$ cat config.mk
export PLATFORM = sky130hd
export DESIGN_NAME = wheel_trial_division_factorizer
export DESIGN_NICKNAME = d
export VERILOG_FILES = /design/src/rtl/wtdf_pkg.sv /design/src/rtl/wtdf_div.sv /design/src/rtl/wheel_trial_division_factorizer.sv
export SDC_FILE = /design/constraint.sdc
export NUM_CORES = 1
export LEC_CHECK = 0
export BUFFER_PORTS_ARGS = -buffer_cell sky130_fd_sc_hd__buf_4
export CAP_MARGIN = 20
export CELL_PAD_IN_SITES_DETAIL_PLACEMENT = 1
export CELL_PAD_IN_SITES_GLOBAL_PLACEMENT = 1
export CORE_MARGIN = 5
export CORE_UTILIZATION = 38
export CTS_CLUSTER_DIAMETER = 200
export DETAILED_ROUTE_END_ITERATION = 10
export PLACE_DENSITY = 0.68
export SETUP_SLACK_MARGIN = 0.4
export SYNTH_ARGS = -nofsm -noshare
export SYNTH_HDL_FRONTEND = slang
export SYNTH_SLANG_ARGS = --single-unit
$ cat constraint.sdc
create_clock -name i_clk -period 10.6 [get_ports i_clk]
set_clock_uncertainty 0.1 [all_clocks]
set_input_delay 1.06 -clock i_clk [delete_from_list [all_inputs] [get_ports i_clk]]
set_output_delay 1.06 -clock i_clk [all_outputs]
set_load 0.005 [all_outputs]
$ cat src/rtl/wtdf_pkg.sv
// Shared constants, types and the wheel table of the trial-division factorizer.
package wtdf_pkg;

    localparam int VALUE_BITS  = 32;
    localparam int MAX_FACTORS = 32;
    localparam int DATA_BITS   = ((VALUE_BITS + 7) / 8) * 8;
    localparam int COUNT_BITS  = $clog2(MAX_FACTORS);
    localparam int DIV_CNT_BITS = $clog2(VALUE_BITS + 1);

    localparam int POS_BITS  = 4;
    localparam int STEP_BITS = 3;
    localparam logic [POS_BITS-1:0] WHEEL_LAST = 4'd10;
    localparam logic [POS_BITS-1:0] WHEEL_LOOP = 4'd3;

    typedef enum logic [1:0] {
        S_IDLE,
        S_START,
        S_WAIT,
        S_OUT
    } t_state;

    typedef struct packed {
        logic                  start;
        logic [VALUE_BITS-1:0] dividend;
        logic [VALUE_BITS-1:0] divisor;
    } t_div_req;

    typedef struct packed {
        logic                  done;
        logic [VALUE_BITS-1:0] quot;
        logic [VALUE_BITS-1:0] rem;
    } t_div_res;

    // Candidate increments: 1,2,2 to reach 7, then the mod-30 wheel cycle.
    function automatic logic [STEP_BITS-1:0] wheel_step(input logic [POS_BITS-1:0] pos);
        logic [STEP_BITS-1:0] step;
        case (pos)
            4'd0:    step = 3'd1;
            4'd1:    step = 3'd2;
            4'd2:    step = 3'd2;
            4'd3:    step = 3'd4;
            4'd4:    step = 3'd2;
            4'd5:    step = 3'd4;
            4'd6:    step = 3'd2;
            4'd7:    step = 3'd4;
            4'd8:    step = 3'd6;
            4'd9:    step = 3'd2;
            4'd10:   step = 3'd6;
            default: step = 3'd2;
        endcase
        return step;
    endfunction

endpackage

$ cat src/rtl/wtdf_div.sv
// Restoring divider that produces one quotient bit per cycle.
module wtdf_div (
    input  logic                i_clk,
    input  logic                i_rst_n,
    input  wtdf_pkg::t_div_req  i_req,
    output wtdf_pkg::t_div_res  o_res
);
    import wtdf_pkg::*;

    logic                    r_busy, n_busy;
    logic                    r_done, n_done;
    logic [DIV_CNT_BITS-1:0] r_cnt, n_cnt;
    logic [VALUE_BITS-1:0]   r_quot, n_quot;
    logic [VALUE_BITS-1:0]   r_rem, n_rem;
    logic [VALUE_BITS-1:0]   r_divisor, n_divisor;
    logic [VALUE_BITS:0]     trial;
    logic [VALUE_BITS:0]     diff;

    assign trial = {r_rem, r_quot[VALUE_BITS-1]};
    assign diff  = trial - {1'b0, r_divisor};

    always_comb begin
        n_busy    = r_busy;
        n_done    = 1'b0;
        n_cnt     = r_cnt;
        n_quot    = r_quot;
        n_rem     = r_rem;
        n_divisor = r_divisor;
        if (i_req.start) begin
            n_busy    = 1'b1;
            n_cnt     = DIV_CNT_BITS'(VALUE_BITS);
            n_quot    = i_req.dividend;
            n_rem     = '0;
            n_divisor = i_req.divisor;
        end else if (r_busy) begin
            // The partial remainder stays below the divisor, so it fits the word.
            if (!diff[VALUE_BITS]) begin
                n_rem  = diff[VALUE_BITS-1:0];
                n_quot = {r_quot[VALUE_BITS-2:0], 1'b1};
            end else begin
                n_rem  = trial[VALUE_BITS-1:0];
                n_quot = {r_quot[VALUE_BITS-2:0], 1'b0};
            end
            n_cnt = r_cnt - 1'b1;
            if (r_cnt == DIV_CNT_BITS'(1)) begin
                n_busy = 1'b0;
                n_done = 1'b1;
            end
        end
    end

    always_ff @(posedge i_clk) begin
        if (!i_rst_n) begin
            r_busy <= 1'b0;
            r_done <= 1'b0;
            r_cnt  <= '0;
        end else begin
            r_busy <= n_busy;
            r_done <= n_done;
            r_cnt  <= n_cnt;
        end
        r_quot    <= n_quot;
        r_rem     <= n_rem;
        r_divisor <= n_divisor;
    end

    assign o_res.done = r_done;
    assign o_res.quot = r_quot;
    assign o_res.rem  = r_rem;

endmodule

$ cat src/rtl/wheel_trial_division_factorizer.sv
// Trial-division factorizer on a 2-3-5 wheel with a shared iterative divider.
// Each trial runs one division: the sequencer starts the divider, waits while it
// works through the quotient bits, then tests the result. Each factor is
// presented in the output state, which holds while m_tready is low; a prime
// near 2^32 takes about 17500 trials. One word is in work at a time and
// s_tready is high only when idle. Synchronous reset returns to idle.
module wheel_trial_division_factorizer (
    input  logic                          i_clk,
    input  logic                          i_rst_n,
    input  logic                          s_tvalid,
    output logic                          s_tready,
    input  logic [wtdf_pkg::DATA_BITS-1:0] s_tdata,  // [VALUE_BITS-1:0] value
    output logic                          m_tvalid,
    input  logic                          m_tready,
    output logic [wtdf_pkg::DATA_BITS-1:0] m_tdata,  // [VALUE_BITS-1:0] factor
    output logic                          m_tlast
);
    import wtdf_pkg::*;

    t_state                r_state, n_state;
    logic [VALUE_BITS-1:0] r_rest, n_rest;
    logic [VALUE_BITS-1:0] r_cand, n_cand;
    logic [POS_BITS-1:0]   r_pos, n_pos;
    logic [COUNT_BITS-1:0] r_count, n_count;
    logic [VALUE_BITS-1:0] r_factor, n_factor;
    logic                  r_last, n_last;
    t_div_req              div_req;
    t_div_res              div_res;
    logic                  keep_trying;

    wtdf_div u_div (
        .i_clk   (i_clk),
        .i_rst_n (i_rst_n),
        .i_req   (div_req),
        .o_res   (div_res)
    );

    assign div_req.start    = (r_state == S_START);
    assign div_req.dividend = r_rest;
    assign div_req.divisor  = r_cand;

    // Candidate at most rest / candidate is the overflow-free form of cand^2 <= rest.
    assign keep_trying = (r_count < COUNT_BITS'(MAX_FACTORS - 1)) && (r_cand <= div_res.quot);

    always_comb begin
        n_state  = r_state;
        n_rest   = r_rest;
        n_cand   = r_cand;
        n_pos    = r_pos;
        n_count  = r_count;
        n_factor = r_factor;
        n_last   = r_last;
        case (r_state)
            S_IDLE: begin
                if (s_tvalid) begin
                    n_rest  = s_tdata[VALUE_BITS-1:0];
                    n_cand  = VALUE_BITS'(2);
                    n_pos   = '0;
                    n_count = '0;
                    n_state = S_START;
                end
            end
            S_START: begin
                n_state = S_WAIT;
            end
            S_WAIT: begin
                if (div_res.done) begin
                    if (keep_trying) begin
                        if (div_res.rem == '0) begin
                            n_factor = r_cand;
                            n_last   = 1'b0;
                            n_rest   = div_res.quot;
                            n_state  = S_OUT;
                        end else begin
                            n_cand  = r_cand + VALUE_BITS'(wheel_step(r_pos));
                            n_pos   = (r_pos == WHEEL_LAST) ? WHEEL_LOOP : r_pos + 1'b1;
                            n_state = S_START;
                        end
                    end else begin
                        n_factor = r_rest;
                        n_last   = 1'b1;
                        n_state  = S_OUT;
                    end
                end
            end
            S_OUT: begin
                if (m_tready) begin
                    if (r_last) begin
                        n_state = S_IDLE;
                    end else begin
                        n_count = r_count + 1'b1;
                        n_state = S_START;
                    end
                end
            end
            default: begin
                n_state = S_IDLE;
            end
        endcase
    end

    always_ff @(posedge i_clk) begin
        if (!i_rst_n) begin
            r_state <= S_IDLE;
            r_count <= '0;
            r_pos   <= '0;
            r_last  <= 1'b0;
        end else begin
            r_state <= n_state;
            r_count <= n_count;
            r_pos   <= n_pos;
            r_last  <= n_last;
        end
        r_rest   <= n_rest;
        r_cand   <= n_cand;
        r_factor <= n_factor;
    end

    assign s_tready = (r_state == S_IDLE);
    assign m_tvalid = (r_state == S_OUT);
    assign m_tlast  = r_last;

    always_comb begin
        m_tdata                 = '0;
        m_tdata[VALUE_BITS-1:0] = r_factor;
    end

    // The divider only reports while the sequencer is waiting for it.
    a_done_in_wait: assert property (@(posedge i_clk) disable iff (!i_rst_n)
        div_res.done |-> r_state == S_WAIT)
        else $error("divider result arrived outside the wait state");

    // Input and output sides are never open in the same cycle.
    a_one_side: assert property (@(posedge i_clk) disable iff (!i_rst_n)
        !(s_tready && m_tvalid))
        else $error("input ready while a factor is presented");

    // A divisor found by trial is always a real candidate.
    a_trial_factor: assert property (@(posedge i_clk) disable iff (!i_rst_n)
        (m_tvalid && !m_tlast) |-> r_factor >= VALUE_BITS'(2))
        else $error("non-final factor below two");

    // The factor budget leaves room for the final remainder.
    a_budget: assert property (@(posedge i_clk) disable iff (!i_rst_n)
        (m_tvalid && !m_tlast) |-> r_count < COUNT_BITS'(MAX_FACTORS - 1))
        else $error("factor budget exceeded");

    // The candidate only grows within one input word.
    a_cand_grows: assert property (@(posedge i_clk) disable iff (!i_rst_n)
        (r_state == S_START && $past(r_state) == S_WAIT) |-> r_cand > $past(r_cand))
        else $error("candidate did not advance");

endmodule
==> Yosys cells after proc, flatten, opt, wreduce, memory -nomap -nowiden <==
Memories as Yosys holds them, arrays and structs flattened. A register that Yosys moved wholly into a read port is not among the register bits.
Cells that the tools add are included.
{ "op_classes": {"add_sub_neg": 5, "order_cmp": 2, "n_eq_ne": 13, "n_mux": 47, "bitwise": 2, "reduce_logical": 13} }
{ "op_table": {"columns": ["operator", "n"], "rows": [
  ["two-way mux 32 bit", 13],
  ["one-hot mux 32 bit (2 select lines)", 2],
  ["subtractor 33 x 32 -> 33 bit", 1],
  ["adder 32 x 3 -> 32 bit", 1],
  ["less-or-equal comparator 32 bit", 1],
  ["zero test 32 bit", 1],
  ["two-way mux 4 bit", 7],
  ["two-way mux 5 bit", 3],
  ["two-way mux 3 bit", 4],
  ["two-way mux 6 bit", 2],
  ["two-way mux 2 bit", 5],
  ["inequality test 2 bit, second input constant", 5],
  ["one-hot mux 5 bit (2 select lines)", 1],
  ["AND reduction 5 bit", 2],
  ["two-way mux 1 bit", 8],
  ["one-hot mux 2 bit (4 select lines)", 1],
  ["one-hot mux 4 bit (2 select lines)", 1],
  ["equality test 6 x 1 -> 1 bit, second input constant", 1],
  ["inequality test 2 x 1 -> 1 bit, second input constant", 3],
  ["AND reduction 3 bit", 2],
  ["nonzero test 2 bit", 3],
  ["subtractor 6 x 1 -> 6 bit, second input constant", 1],
  ["adder 5 x 1 -> 5 bit, second input constant", 1],
  ["less-than comparator 5 bit, second input constant", 1],
  ["other kinds (10)", 12]
]} }
{ "word_totals": {"register_bits": 212, "romBits": 48, "in_bits": 36, "output_inout_bits": 35, "mem_count": 1} }
{ "memory_table": {"columns": ["name", "words", "word_bits", "rd", "rd_clocked_by_memory_dff", "wr", "line_no", "text"], "rows": [
  ["(name not given)", 16, 3, 1, 1, 0, "wtdf_pkg.sv:37", "case (pos)"]
]} }

==> Logic depth before layout (Yosys ltp) <==
{ "depth": {"word_depth": 10, "depth_mapped": 14, "mapped_depth_nobuf": 12} }

==> Modules after synthesis <==
Synthesis repeated with hierarchy kept, for this count alone.
{ "unflattened": {"cells_unflattened": 1154, "hier_area_um2": 12164.2} }
{ "by_module_without_submodules": {"columns": ["module", "instances", "cells_each", "area_each_um2"], "rows": [
  ["wtdf_div", 1, 605, 6113.4],
  ["wheel_trial_division_factorizer", 1, 549, 6050.8]
]} }

==> Worst setup path after synthesis <==
Ideal clock, no wire load.
{ "synth_timing": {"path_kind": "flip-flop to flip-flop", "from": "reg r_cand[30]", "to": "reg r_cand[0], enable pin", "setup_time_ns": 0.432, "arrival_time_ns": 4.029, "setup_slack_ns": 6.039, "path_stages_with_launch": 10, "path_buffers": 1, "synth_period_minus_slack_ns": 4.561, "path_cell_list": "edfxtp_1 > ha_1 > a21oi_1 > nand2_1 > a221o_1 > o31a_1 > nor3_2 > clkbuf_1 > nand2_1 > a21oi_1"} }
{ "synth_via": {"elab_chain_cells": 4} }
{ "synth_lines": {"columns": ["element", "line_no", "text"], "rows": [
  ["start: declaration", "wheel_trial_division_factorizer.sv:22", "logic [VALUE_BITS-1:0] r_cand, n_cand;"],
  ["start signal: assignment", "wheel_trial_division_factorizer.sv:115", "r_cand <= n_cand;"],
  ["less-or-equal comparator 32 bit", "wheel_trial_division_factorizer.sv:43", "assign keep_trying = (r_count < COUNT_BITS'(MAX_FACTORS - 1)) && (r_cand <= div_res.quot);"],
  ["logical AND 1 bit", "wheel_trial_division_factorizer.sv:43", null],
  ["inequality test 2 bit (no line)", null, null],
  ["AND reduction 5 bit (no line)", null, null]
]} }
Every way passes these cells.
A chain may end at the register's enable or synchronous reset.

==> Worst setup path in the final report <==
{ "layout_timing": {"from": "reg u_div.r_quot[31]", "to": "reg u_div.r_rem[30]"} }
{ "layout_via": {"elab_chain_cells": 2} }
{ "layout_lines": {"columns": ["element", "line_no", "text"], "rows": [
  ["start: declaration", "wtdf_div.sv:13", "logic [VALUE_BITS-1:0] r_quot, n_quot;"],
  ["start signal: assignment", "wtdf_div.sv:62", "r_quot <= n_quot;"],
  ["subtractor 33 x 32 -> 33 bit", "wtdf_div.sv:20", "assign diff = trial - {1'b0, r_divisor};"],
  ["two-way mux 32 bit", "wtdf_div.sv:37", "if (!diff[VALUE_BITS]) begin"],
  ["end signal: assignment", "wtdf_div.sv:63", "r_rem <= n_rem;"],
  ["end: declaration", "wtdf_div.sv:14", "logic [VALUE_BITS-1:0] r_rem, n_rem;"]
]} }
Every way passes these cells.

==> out/results.ini <==
[timing]
slew_headroom_pct=32.43
tightest_slew_ns=1.013
finalCriticalPeriod_ns=3.880
setup_viol=0
fin_ws_ns=6.720
final_hold_viol_count=0
tns_ns=0
timing.final.crit_share_pct=36.60
slew_violations=0
fin_hold_ws_ns=0.3998
max_freq_mhz=257.7
rsz0062_at_grt=no

[place]
post_dp_cell_area_sq_mm=0.01275
dpl_worst_slack_ns=6.520
gp_congestion=0.7985
portBuffers=70
detailed_place_hpwl_mm=22.22

[cts]
cts_tree=built
cts.sinks=215
clockBufferDepth=3
clkTransAtPathRegs_ns=0.07
cts_hold_buf=0
clock_latency_ns=0.52
h-tree-depth=1
cts_buffers=24
post_cts_buffers=0
root_buffer=clkbuf_16
cts_resized=0

[global_routing]
grt_use_total_pct=18.18
grt_first_pass_wirelength_mm=50.65
antenna_found_initial=0
grt_pass1_vias=9231
overflow=0
grt_max_degree=98

[yosys]
syn-num-nets=1297
synthFlopType=edfxtp_1
ys_ff_latch=215
ys_seq_area_share_pct=50.04
synthCells=1187
synth_cell_types=71
synth_edf_count=160
netlist_area_sq_mm=0.01180
ys_async_sr_fraction_pct=0
yosys_warnings=0
syn_avg_cell_area_sq_um=9.942

[route]
drtAntennaViolNets=0
via_per_inst=5.376
dr.pass1.iters=4
wl_mm=31.60
drt-initial-drc-count=403
vias=8913
wl_per_cell_microns=19.06
drcViolationCount=0

[worst_setup_path]
worstRegToRegCells=12
worstSetupPathType=flip-flop to flip-flop
rrSetupSlack_ns=6.72
arrival_ns=4.19
critPathLaunch=u_div.r_quot[31]
cp.required_ns=10.91
path_max_fanout=30
cp-end-kind=flip-flop
r2r-start=u_div.r_quot[31]
crit-reg2reg-capture=u_div.r_rem[30]
critPathCapture=u_div.r_rem[30]
worst_setup_path_start_kind=flip-flop

[finish]
finalNetCount=1356
area_growth_pct=15.60
n_antenna_cell=0
fillers=3448
drive_above_1_share_pct=13.00
register_area_sq_mm=0.005907
final_cell_mix=nand2_1, edfxtp_1, o21ai_0
multi_input_area_sq_mm=0.005444
final_common_cell=nand2_1
design_area_sq_mm=0.01364

[floorplanning]
die_h_microns=186.2
die_x_microns=186.2
pin_count=71
rows=64
initial_utilization_pct=38.58
fp.dieArea_sq_mm=0.03468
core_region_area_sq_mm=0.03059

[status]
status=finished, final reports clean

[pwr]
p_per_area_mw_per_mm2=252.3
max-vdd-ir-drop_mv=0.1341
cellLeakagePower_nw=5.394

[worst_hold_path]
hold_class=flip-flop to flip-flop

[job]
maxCapViolCount=0

routing by layer:
layer  GRT usage, %  share of wire, %  vias to the layer above
li1               -                 -                     4372
met1          24.89                47                     4385
met2          31.11                48                      118
met3          2.470               3.3                       38
met4          3.672               1.7                        0
met5              0                 0                        -
registers in the layout, summed over array words and instances (netlist names), named ones only:
register / count
u_div.r_done: 1
u_div.r_quot: 32
u_div.r_divisor: 32
r_pos: 4
u_div.r_busy: 1
u_div.r_cnt: 6
r_state: 2
m_tlast: 1
m_tdata: 32
u_div.r_rem: 32
r_cand: 32
r_count: 5
r_rest: 32
layout make-up:
cell class	instances	area share, %
clock buffers	29	4.696
flip-flops and latches	215	43.30
clock inverters	13	1.559
inverters	86	2.376
well taps	396	3.632
repair buffers	79	4.531
multi-input cells	840	39.91
kinds of logic (layout without fill, tap and decap cells):
| family | Yosys count | count (layout) | share of synthesized area [%] |
|---|---|---|---|
| simple gates | 403 | 403 | 16.16 |
| compound gates | 270 | 270 | 13.84 |
| flops | 215 | 215 | 50.04 |
| buf+inv | 132 | 207 | 4.389 |
| fa+ha+maj | 74 | 74 | 7.973 |
| xor+xnor | 59 | 59 | 4.379 |
| mux | 34 | 34 | 3.223 |
how the worst min path moves through the flow:
stage / startpoint / end / depth (start not counted)
4_1_cts: u_div.r_cnt[1] / u_div.r_cnt[1] / 2
2_1_floorplan: u_div.r_cnt[0] / u_div.r_cnt[0] / 2
5_1_grt: u_div.r_cnt[1] / u_div.r_cnt[1] / 2
3_5_place_dp: u_div.r_cnt[1] / u_div.r_cnt[1] / 2
3_3_place_gp: u_div.r_cnt[0] / u_div.r_cnt[0] / 2
6_report: u_div.r_cnt[1] / u_div.r_cnt[1] / 2
worst max-delay path, stage by stage, from the launching register on:
cell	delay (ns)
edfxtp_1	0.34
inv_1	0.08
ha_1	0.23
fa_1	0.38
nand2b_1	0.19
a21oi_1	0.21
o21ai_1	0.20
a211oi_2	0.24
a211oi_2	0.10
o31ai_4	0.51
xor2_4	0.76
o32ai_1	0.21
o21bai_1	0.20
power by group:
part / internal (W) / switching, W / leakage [nW]
Combinational: 0.000495 / 0.000803 / 3.02
Clock: 0.000573 / 0.000342 / 0.413
Sequential: 0.00109 / 0.000136 / 1.96
Total: 0.00216 / 0.00128 / 5.39
cell usage after synthesis (5+ instances only):
cell type,n,area share [%]
a21o_1,14,0.89
nor3_1,20,0.85
nand3_1,31,1.3
a21oi_1,57,2.4
edfxtp_1,160,41
nor2b_1,16,0.85
a31oi_1,30,1.6
a211oi_1,6,0.38
nor4_1,12,0.64
dfxtp_1,55,9.3
nand4_1,21,1.1
a21boi_0,5,0.32
nand2_1,175,5.6
and3_1,15,0.80
inv_1,85,2.7
mux2_2,32,3.1
and2_1,6,0.32
o21bai_1,5,0.32
nand2b_1,10,0.53
clkbuf_1,34,1.1
xnor2_1,24,1.8
nor2_1,72,2.3
buf_2,6,0.25
o21a_1,6,0.38
ha_1,72,7.6
and4_1,6,0.45
xor2_1,35,2.6
o21ai_0,111,4.7
metrics by stage:
step / util (%) / instances / total power (W)
4_1_cts: 44.47 / 1656 / 0.003472
2_1_floorplan: - / 1187 / 0.002172
3_3_place_gp: 41.68 / 1614 / 0.002503
5_1_grt: 44.60 / 1658 / 0.003679
6_report: 44.60 / 1658 / 0.003442
3_5_place_dp: 41.68 / 1614 / 0.002542
No activity file was read; power rests on OpenSTA's default activity.
